**src/hw/rtl/htfr_pkg.sv**
```systemverilog
// shared types and constants of the header/tail frame receiver
`default_nettype none

package htfr_pkg;

	// longest frame in bytes, header and tail included
	localparam int FRAME_CAPACITY = 32;

	localparam int BYTE_W = 8;
	localparam int HELD_W = $clog2(FRAME_CAPACITY);
	localparam int POS_W  = 5;
	localparam int LEN_W  = 6;
	localparam int CFG_INDEX_W = 2;

	// result item tdata: position, data_byte, frame_length, padded to bytes
	localparam int RES_BITS = POS_W + BYTE_W + LEN_W;
	localparam int RES_TDATA_W = ((RES_BITS + 7) / 8) * 8;

	typedef enum logic [2:0] {
		STATUS_MISMATCH = 3'd0,
		STATUS_HEADER   = 3'd1,
		STATUS_PAYLOAD  = 3'd2,
		STATUS_COMPLETE = 3'd3,
		STATUS_OVERFLOW = 3'd4
	} htfr_status_t;

	localparam logic [CFG_INDEX_W-1:0] REG_HEADER_FIRST  = 2'd0;
	localparam logic [CFG_INDEX_W-1:0] REG_HEADER_SECOND = 2'd1;
	localparam logic [CFG_INDEX_W-1:0] REG_TAIL_VALUE    = 2'd2;

	localparam logic [BYTE_W-1:0] HEADER_FIRST_RST  = 8'hAA;
	localparam logic [BYTE_W-1:0] HEADER_SECOND_RST = 8'h55;
	localparam logic [BYTE_W-1:0] TAIL_VALUE_RST    = 8'h0D;

	// last position a payload byte may take; the tail still fits after it
	localparam logic [HELD_W-1:0] HELD_LAST_PAYLOAD = HELD_W'(FRAME_CAPACITY - 2);

endpackage

`default_nettype wire

```
**src/hw/rtl/header_tail_frame_receiver_core.sv**
```systemverilog
// top level of the header/tail frame receiver
`default_nettype none

// Deframes a received byte stream of the form header_first, header_second,
// payload bytes, tail byte. Bytes enter on the s_axis channel, one per
// transaction in tdata[7:0]. Every byte gives exactly one result transaction
// on m_axis: tuser carries the status code, tdata the position where the
// byte was stored, the echoed byte and, on the tail byte, the frame length.
// The header and tail byte values are written through the cfg channel
// (index 0 header_first, 1 header_second, 2 tail_value; index 3 ignored);
// cfg_ready is always high and writes are expected only while idle.
// The result of a byte accepted at one edge is registered and shown from
// the next cycle. Throughput is one byte per cycle; the single output
// register is the only stage, and s_axis_tready stays high as long as that
// register is empty or is being emptied in the same cycle. A stall on
// m_axis holds the result and drops s_axis_tready until it is taken.
// Reset clears the frame tracking, empties the output register and returns
// the three byte values to their defaults (0xAA, 0x55, 0x0D).
module header_tail_frame_receiver_core (
	input  wire                               clk,
	input  wire                               arst_n,
	input  wire                               s_axis_tvalid,
	output logic                              s_axis_tready,
	input  wire  [7:0]                        s_axis_tdata,   // [7:0] rx_byte
	output logic                              m_axis_tvalid,
	input  wire                               m_axis_tready,
	// [4:0] position, [12:5] data_byte, [18:13] frame_length, [23:19] zero
	output logic [htfr_pkg::RES_TDATA_W-1:0]  m_axis_tdata,
	output logic [2:0]                        m_axis_tuser,   // [2:0] status
	input  wire                               cfg_valid,
	output logic                              cfg_ready,
	input  wire  [htfr_pkg::CFG_INDEX_W-1:0]  cfg_index,
	input  wire  [7:0]                        cfg_data
);
	import htfr_pkg::*;

	// configuration registers
	logic [BYTE_W-1:0] header_first_q;
	logic [BYTE_W-1:0] header_second_q;
	logic [BYTE_W-1:0] tail_value_q;

	// frame tracking
	logic [HELD_W-1:0] bytes_held_q;
	logic              in_frame_q;

	// result register
	logic              out_valid_q;
	htfr_status_t      status_q;
	logic [POS_W-1:0]  position_q;
	logic [BYTE_W-1:0] data_byte_q;
	logic [LEN_W-1:0]  frame_length_q;

	// next-state and result logic
	htfr_status_t      status_d;
	logic [POS_W-1:0]  position_d;
	logic [LEN_W-1:0]  frame_length_d;
	logic [HELD_W-1:0] bytes_held_d;
	logic              in_frame_d;
	logic [HELD_W:0]   length_full;
	logic              in_accept;
	logic              cfg_accept;

	assign cfg_ready     = 1'b1;
	assign cfg_accept    = cfg_valid & cfg_ready;
	// output register empty or emptied this cycle
	assign s_axis_tready = ~out_valid_q | m_axis_tready;
	assign in_accept     = s_axis_tvalid & s_axis_tready;

	assign length_full = {1'b0, bytes_held_q} + (HELD_W + 1)'(1);

	always_comb begin
		status_d       = STATUS_MISMATCH;
		position_d     = '0;
		frame_length_d = '0;
		bytes_held_d   = bytes_held_q;
		in_frame_d     = in_frame_q;
		if (!in_frame_q) begin
			// hunting for the two header bytes, position decides which
			if (s_axis_tdata == header_first_q && bytes_held_q == '0) begin
				status_d     = STATUS_HEADER;
				bytes_held_d = HELD_W'(1);
			end else if (s_axis_tdata == header_second_q &&
					bytes_held_q == HELD_W'(1)) begin
				status_d     = STATUS_HEADER;
				position_d   = POS_W'(1);
				bytes_held_d = HELD_W'(2);
				in_frame_d   = 1'b1;
			end else begin
				bytes_held_d = '0;
			end
		end else if (s_axis_tdata == tail_value_q) begin
			// tail closes the frame, tracking restarts at once
			status_d       = STATUS_COMPLETE;
			position_d     = POS_W'(bytes_held_q);
			frame_length_d = LEN_W'(length_full);
			bytes_held_d   = '0;
			in_frame_d     = 1'b0;
		end else if (bytes_held_q <= HELD_LAST_PAYLOAD) begin
			status_d     = STATUS_PAYLOAD;
			position_d   = POS_W'(bytes_held_q);
			bytes_held_d = bytes_held_q + HELD_W'(1);
		end else begin
			// no room left for this payload byte and the tail
			status_d     = STATUS_OVERFLOW;
			bytes_held_d = '0;
			in_frame_d   = 1'b0;
		end
	end

	always_ff @(posedge clk or negedge arst_n) begin
		if (!arst_n) begin
			header_first_q  <= HEADER_FIRST_RST;
			header_second_q <= HEADER_SECOND_RST;
			tail_value_q    <= TAIL_VALUE_RST;
		end else if (cfg_accept) begin
			case (cfg_index)
				REG_HEADER_FIRST:  header_first_q  <= cfg_data;
				REG_HEADER_SECOND: header_second_q <= cfg_data;
				REG_TAIL_VALUE:    tail_value_q    <= cfg_data;
				default: ;
			endcase
		end
	end

	always_ff @(posedge clk or negedge arst_n) begin
		if (!arst_n) begin
			bytes_held_q <= '0;
			in_frame_q   <= 1'b0;
			out_valid_q  <= 1'b0;
		end else begin
			if (in_accept) begin
				bytes_held_q <= bytes_held_d;
				in_frame_q   <= in_frame_d;
				out_valid_q  <= 1'b1;
			end else if (m_axis_tready) begin
				out_valid_q <= 1'b0;
			end
		end
	end

	// payload of the result register, loaded on every accepted byte
	always_ff @(posedge clk) begin
		if (in_accept) begin
			status_q       <= status_d;
			position_q     <= position_d;
			data_byte_q    <= s_axis_tdata;
			frame_length_q <= frame_length_d;
		end
	end

	assign m_axis_tvalid = out_valid_q;
	assign m_axis_tuser  = status_q;
	assign m_axis_tdata  = RES_TDATA_W'({frame_length_q, data_byte_q, position_q});

endmodule

`default_nettype wire

```
**config.mk**
```make
export PLATFORM = sky130hd
export DESIGN_NAME = header_tail_frame_receiver_core
export DESIGN_NICKNAME = d
export VERILOG_FILES = /design/src/hw/rtl/htfr_pkg.sv /design/src/hw/rtl/header_tail_frame_receiver_core.sv
export SDC_FILE = /design/constraint.sdc
export NUM_CORES = 1
export LEC_CHECK = 0
export BUFFER_PORTS_ARGS = -buffer_cell sky130_fd_sc_hd__buf_2
export CAP_MARGIN = 20
export CORE_MARGIN = 2
export CORE_UTILIZATION = 58
export DETAILED_ROUTE_END_ITERATION = 6
export PLACE_DENSITY = 0.87
export SLEW_MARGIN = 10
export SYNTH_ARGS = -nofsm -noshare
export SYNTH_HDL_FRONTEND = slang
export SYNTH_SLANG_ARGS = --single-unit
```
**constraint.sdc**
```tcl
create_clock -name clk -period 3.9 [get_ports clk]
set_input_delay 0 -clock clk [delete_from_list [all_inputs] [get_ports clk]]
set_output_delay 0 -clock clk [all_outputs]
set_load 0.1 [all_outputs]
```
# Word-level counts from Yosys, hierarchy flattened

Index checks and enable logic that the tools add are counted.

$add $sub $neg: 2
Magnitude comparators: 1
Equal/unequal tests: 6
Muxes and demuxes: 22
Bitwise gates (word level): 3
Reductions and logical operators: 9

Operators with widths:

| operator                                                         | number |
|---|---|
| 5-bit two-way mux                                                | 7 |
| 8-bit == test                                                    | 3 |
| 1-bit two-way mux                                                | 10 |
| 3-bit two-way mux                                                | 3 |
| 2-bit AND reduction                                              | 4 |
| 5-bit by 1-bit adder with 6-bit output (second input constant)   | 1 |
| 5-bit by 1-bit adder with 5-bit output (second input constant)   | 1 |
| 5-bit by 1-bit == test with 1-bit output (second input constant) | 1 |
| 5-bit less-or-equal comparator (second input constant)           | 1 |
| 5-bit logical NOT                                                | 1 |
| 2-bit two-way mux                                                | 2 |
| 2-bit by 1-bit == test with 1-bit output (second input constant) | 1 |
| 2-bit == test (second input constant)                            | 1 |
| 1-bit logical AND                                                | 2 |
| 2-bit logical NOT                                                | 1 |
| 2-bit nonzero test                                               | 1 |
| 1-bit AND                                                        | 1 |
| 1-bit NOT                                                        | 1 |
| 1-bit bitwise OR                                                 | 1 |

Flip-flop bits (word level): 53
Output and inout port bits: 30

# Depth between registers and ports, before layout

Depth in word-level cells: 5
Mapped depth: 6

# Least setup slack after synthesis

OpenSTA, ideal clock, no wires.

Kind: reg2reg
From: reg out_valid_q, in the netlist m_axis_tvalid
To: reg data_byte_q[0] (enable)
Setup time: 381 ps
Data arrival time: 2529 ps
Required time: 3519 ps
Slack: 990 ps
Stages on the path, launching flop included: 4
Path buffers: 0
Cell sequence: dfrtp_1 > nand2b_1 > nand2_1 > inv_1

Longest elaborated chain between the ends: 3

RTL lines:

| what                   | line                                   | text |
|---|---|---|
| start, declared        | header_tail_frame_receiver_core.sv:47  | `logic out_valid_q;` |
| start signal, assigned | header_tail_frame_receiver_core.sv:129 | `out_valid_q <= 1'b0;` |
| start signal, assigned | header_tail_frame_receiver_core.sv:134 | `out_valid_q <= 1'b1;` |
| start signal, assigned | header_tail_frame_receiver_core.sv:136 | `out_valid_q <= 1'b0;` |
| 1-bit NOT              | header_tail_frame_receiver_core.sv:66  | `assign s_axis_tready = ~out_valid_q \| m_axis_tready;` |
| 1-bit bitwise OR       | header_tail_frame_receiver_core.sv:66  |  |
| via s_axis_tready      | header_tail_frame_receiver_core.sv:23  | `output logic s_axis_tready,` |
| 1-bit AND              | header_tail_frame_receiver_core.sv:67  | `assign in_accept = s_axis_tvalid & s_axis_tready;` |
| via in_accept          | header_tail_frame_receiver_core.sv:60  | `logic in_accept;` |
| end signal, assigned   | header_tail_frame_receiver_core.sv:146 | `data_byte_q <= s_axis_tdata;` |
| end, declared          | header_tail_frame_receiver_core.sv:50  | `logic [BYTE_W-1:0] data_byte_q;` |

The timed path passes the listed nets, and every way through them passes these cells.
A chain may end at the register's enable or synchronous reset.

# Worst setup path in the final report

From: reg bytes_held_q[0]
To: reg bytes_held_q[3]

Longest elaborated chain between the ends: 4
Elaborated cells on any way between the ends: 5
Classes of those cells: add/sub (1); order compare (1); mux (3)

RTL lines:

| what                                                                                     | line                                                                          | text |
|---|---|---|
| start, declared                                                                          | header_tail_frame_receiver_core.sv:43                                         | `logic [HELD_W-1:0] bytes_held_q;` |
| start signal, assigned                                                                   | header_tail_frame_receiver_core.sv:132                                        | `bytes_held_q <= bytes_held_d;` |
| 5-bit by 1-bit adder with 5-bit output or 5-bit less-or-equal comparator (tied branches) | header_tail_frame_receiver_core.sv:101, header_tail_frame_receiver_core.sv:98 |  |
| 5-bit two-way mux *                                                                      | header_tail_frame_receiver_core.sv:98                                         | `end else if (bytes_held_q <= HELD_LAST_PAYLOAD) begin` |
| 5-bit two-way mux *                                                                      | header_tail_frame_receiver_core.sv:91                                         | `end else if (s_axis_tdata == tail_value_q) begin` |
| 5-bit two-way mux *                                                                      | header_tail_frame_receiver_core.sv:77                                         | `if (!in_frame_q) begin` |

Mark *: on every way between the ends. The rest lies on a longest branch, timed or not.

==> results by group <==
Die
  – Die height: 69.3 µm
  – # IOs: 53
  – Die area: 4800 µm²
  – Core area: 4060 µm²
  – Cell Rows: 23
  – Die width: 69.3 µm
  – Initial Util: 0.609

STA
  – Final Cycle Share: 0.461
  – Final hold violations: 0
  – Setup TNS: 0 ns
  – Max Slew Vio Count: 0
  – Final min period: 1.80 ns
  – Max Fclk: 0.557 GHz
  – Worst-margin pin slew: 1.01 ns
  – Setup-failing EPs final: 0
  – Hold_ws: 0.174 ns
  – Fin Clk Skew: 0.00605 ns
  – RSZ-0062 raised after global routing: no
  – Max_slew headroom: 0.325

Routing
  – Wirelength, routed: 4600 µm
  – DR WL/cell: 15.1 µm
  – Detailed-route via count: 1628
  – Final ANT Viol Nets: 0
  – First-pass DRT Iterations: 4
  – Residual DRC: 0
  – DRC marker count from the first detailed-route iteration: 84
  – Vias/cell: 5.36

Clocking
  – Clk buf depth: 2
  – CTS root buffer: clkbuf_8
  – Reg clk slew, reported paths: 0.09 ns
  – Post CTS Setup Buffer Count: 0
  – CTS Hold Bufs: 19
  – Post-CTS resize count: 0
  – TritonCTS clock tree: done
  – H-Tree Depth: 2
  – CTS sink cnt: 53
  – Clk_lat worst skew: 0.31 ns
  – CTS Buf Count: 5

Global route
  – Vias in the first global route: 1612
  – GR Util All Layers: 0.206
  – Pin count of the biggest net entering global routing: 32
  – First-pass GRT wire length: 7620 µm
  – Overflow left after global routing: 0
  – Antenna violations before repair: 0

Setup path
  – CP Capture Type: register
  – Slowest cell delay on critical path: 0.50 ns
  – WP data arrival: 2.00 ns
  – Worst-path cell with the longest stage delay: dfrtp_1
  – Required @ worst endpoint: 4.11 ns
  – CP Launch Type: register
  – CP max FO: 7
  – Crit path kind: register to register
  – CP Cell Sequence: inv_1 -> ha_1 -> o31a_1 -> o21ai_0 -> a21oi_1 -> a21o_2
  – Cells on worst reg2reg path: 6

Placement
  – IO Port Bufs: 46
  – Placer Congestion: 0.861
  – Cell Area, Placed: 2720 µm²
  – Placed instance count: 277
  – Dpl hpwl: 3170 µm

Run
  – Max_cap viols: 0

Synth
  – Sequential area share after synthesis: 0.587
  – Mean post-synth cell area: 13.4 µm²
  – Post-synthesis mux area share: 0.109
  – Largest family of logic cells by synthesized area: simple AND/OR/NAND/NOR gates
  – Synth Area in Compound Gates: 0.0466
  – Yosys cell types: 37
  – Post-synthesis register bit count: 53
  – YS warnings: 0
  – Synth Area in XOR/XNOR: 0.0850
  – Cell Area, Synth: 2470 µm²
  – Adder-Cell Fraction of Synth Area: 0.0202
  – Simple logic cell fraction of the synthesized area: 0.117
  – Post-Syn Instances: 185

Layout
  – Final Util: 0.749
  – P&R area growth vs syn: 22.9%
  – Area of the multi-input gates: 958 µm²
  – Nets: 280
  – FF+latch area: 1450 µm²
  – Fin area: 3040 µm²
  – # fillers: 259
  – Non-Filler Instances: 304
  – N_diodes: 0
  – Share of post-route cells with drive strength above 1: 0.394

Worst hold path
  – Path type of the worst min-delay path: input port to register
  – Hold depth: 3

Pwr
  – Sw Share: 0.380
  – Combinational share of power: 0.345
  – Int Power: 1.17 mW
  – Lkg Pwr: 1.26 nW
  – Net Sw Power: 0.714 mW
  – Part of the power in registers: 0.439
  – Clk network pwr share: 0.216
  – Pwr/cell area: 619 nW/µm²
  – VDD IR-drop max: 0.000379 V

Outcome
  – Outcome: finished clean
## logic make-up after synthesis
family                   after synthesis
buffers and inverters                 13
multiplexers                          24
XOR/XNOR                              24
AO/OA/AOI/OAI                         17
AND/OR/NAND/NOR                       48
adder cells (fa/ha/maj)                4
flip-flops                            53
other                                  2
## cell type report
type	count	area share
repair buffers	65	0.138
multi-input cells	123	0.315
clock buffers	6	0.0309
clock inverters	2	0.0115
flip-flops and latches	53	0.477
inverters	5	0.00618
well taps	50	0.0206
## power groups by stage
stage	Sequential, mW	Combinational (mW)	Clock [mW]
after floorplan	1.01	0.343	0
after global placement	0.828	0.619	0
after detailed placement	0.836	0.630	0
after CTS	0.824	0.649	0.411
after global routing	0.844	0.697	0.429
final	0.825	0.649	0.406
## worst max-delay path, delay by kind of cell (launching register included)
kind / cells / cell delay (ns)
flops: 1 / 0.50
fa+ha+maj: 1 / 0.23
compound gates: 4 / 0.84
buf+inv: 1 / 0.13
## worst paths after layout
path	end	start	slack (ns)
min reg2reg	tail_value_q[6]	tail_value_q[6]	0.54
min	header_first_q[4]	cfg_index[0]	0.17
max in group asynchronous	tail_value_q[1]	arst_n	3.21
max	bytes_held_q[3]	bytes_held_q[0]	2.10
max reg2reg	bytes_held_q[3]	bytes_held_q[0]	2.10
min in group asynchronous	header_first_q[0]	arst_n	0.26
## layer usage
| layer | routed length (µm) | part of all wire | track usage |
|---|---|---|---|
| met1 | 1870 | 0.41 | 0.242 |
| met2 | 2450 | 0.53 | 0.350 |
| met3 | 190 | 0.041 | 0.0422 |
| met4 | 97 | 0.021 | 0.115 |
| met5 | 0 | 0 | 0 |
## Yosys cell counts (all sizes together)
cell / count / share of area
a21bo: 2 / 0.0081
a21o: 3 / 0.0096
a21oi: 7 / 0.016
a31oi: 3 / 0.0076
and2: 4 / 0.011
and3: 1 / 0.0025
buf: 7 / 0.023
clkbuf: 1 / 0.0015
conb: 2 / 0.0030
dfrtp: 20 / 0.20
dfstp: 11 / 0.12
edfxtp: 22 / 0.27
ha: 4 / 0.020
inv: 5 / 0.0076
mux2: 24 / 0.11
nand2: 6 / 0.0091
nand2b: 4 / 0.010
nand3: 7 / 0.014
nand3b: 3 / 0.0091
nand4: 4 / 0.010
nor2: 5 / 0.0076
nor3: 4 / 0.010
nor3b: 1 / 0.0051
nor4: 2 / 0.011
o21ai: 1 / 0.0020
o31a: 1 / 0.0035
or2: 6 / 0.015
or3: 1 / 0.0025
xnor2: 22 / 0.078
xor2: 2 / 0.0071
## layout by cell type, fill, tap and decap left out, types with 2 or more instances in the layout
cell and count:
nand3b_1 3, nor2_1 5, nand3_1 7, edfxtp_1 22
dlygate4sd3_1 19, conb_1 6, buf_2 46, inv_1 5
xor2_1 2, mux2_2 24, nor3_1 3, and2_1 3
a21o_1 2, or2_2 5, dfstp_2 11, nand4_1 4
a21bo_1 2, nand2b_1 4, ha_1 4, dfrtp_1 20
a21oi_1 6, nand2_1 6, xnor2_1 22, a31oi_1 3
clkbuf_8 5
## stage by stage
step	power (mW)	setup WS (ns)
floorplan	1.35	0.990
global placement	1.45	2.15
detailed placement	1.47	2.13
CTS	1.88	2.12
global route	1.97	1.93
finish	1.88	2.10
## flip-flops by register name, summed over array words and instances, names as in the netlist
name / flops
data_byte_q: 8
in_frame_q: 1
header_first_q: 8
m_axis_tuser: 3
m_axis_tvalid: 1
position_q: 5
header_second_q: 8
bytes_held_q: 5
frame_length_q: 6
tail_value_q: 8
Power figures use the tool's default switching activity.
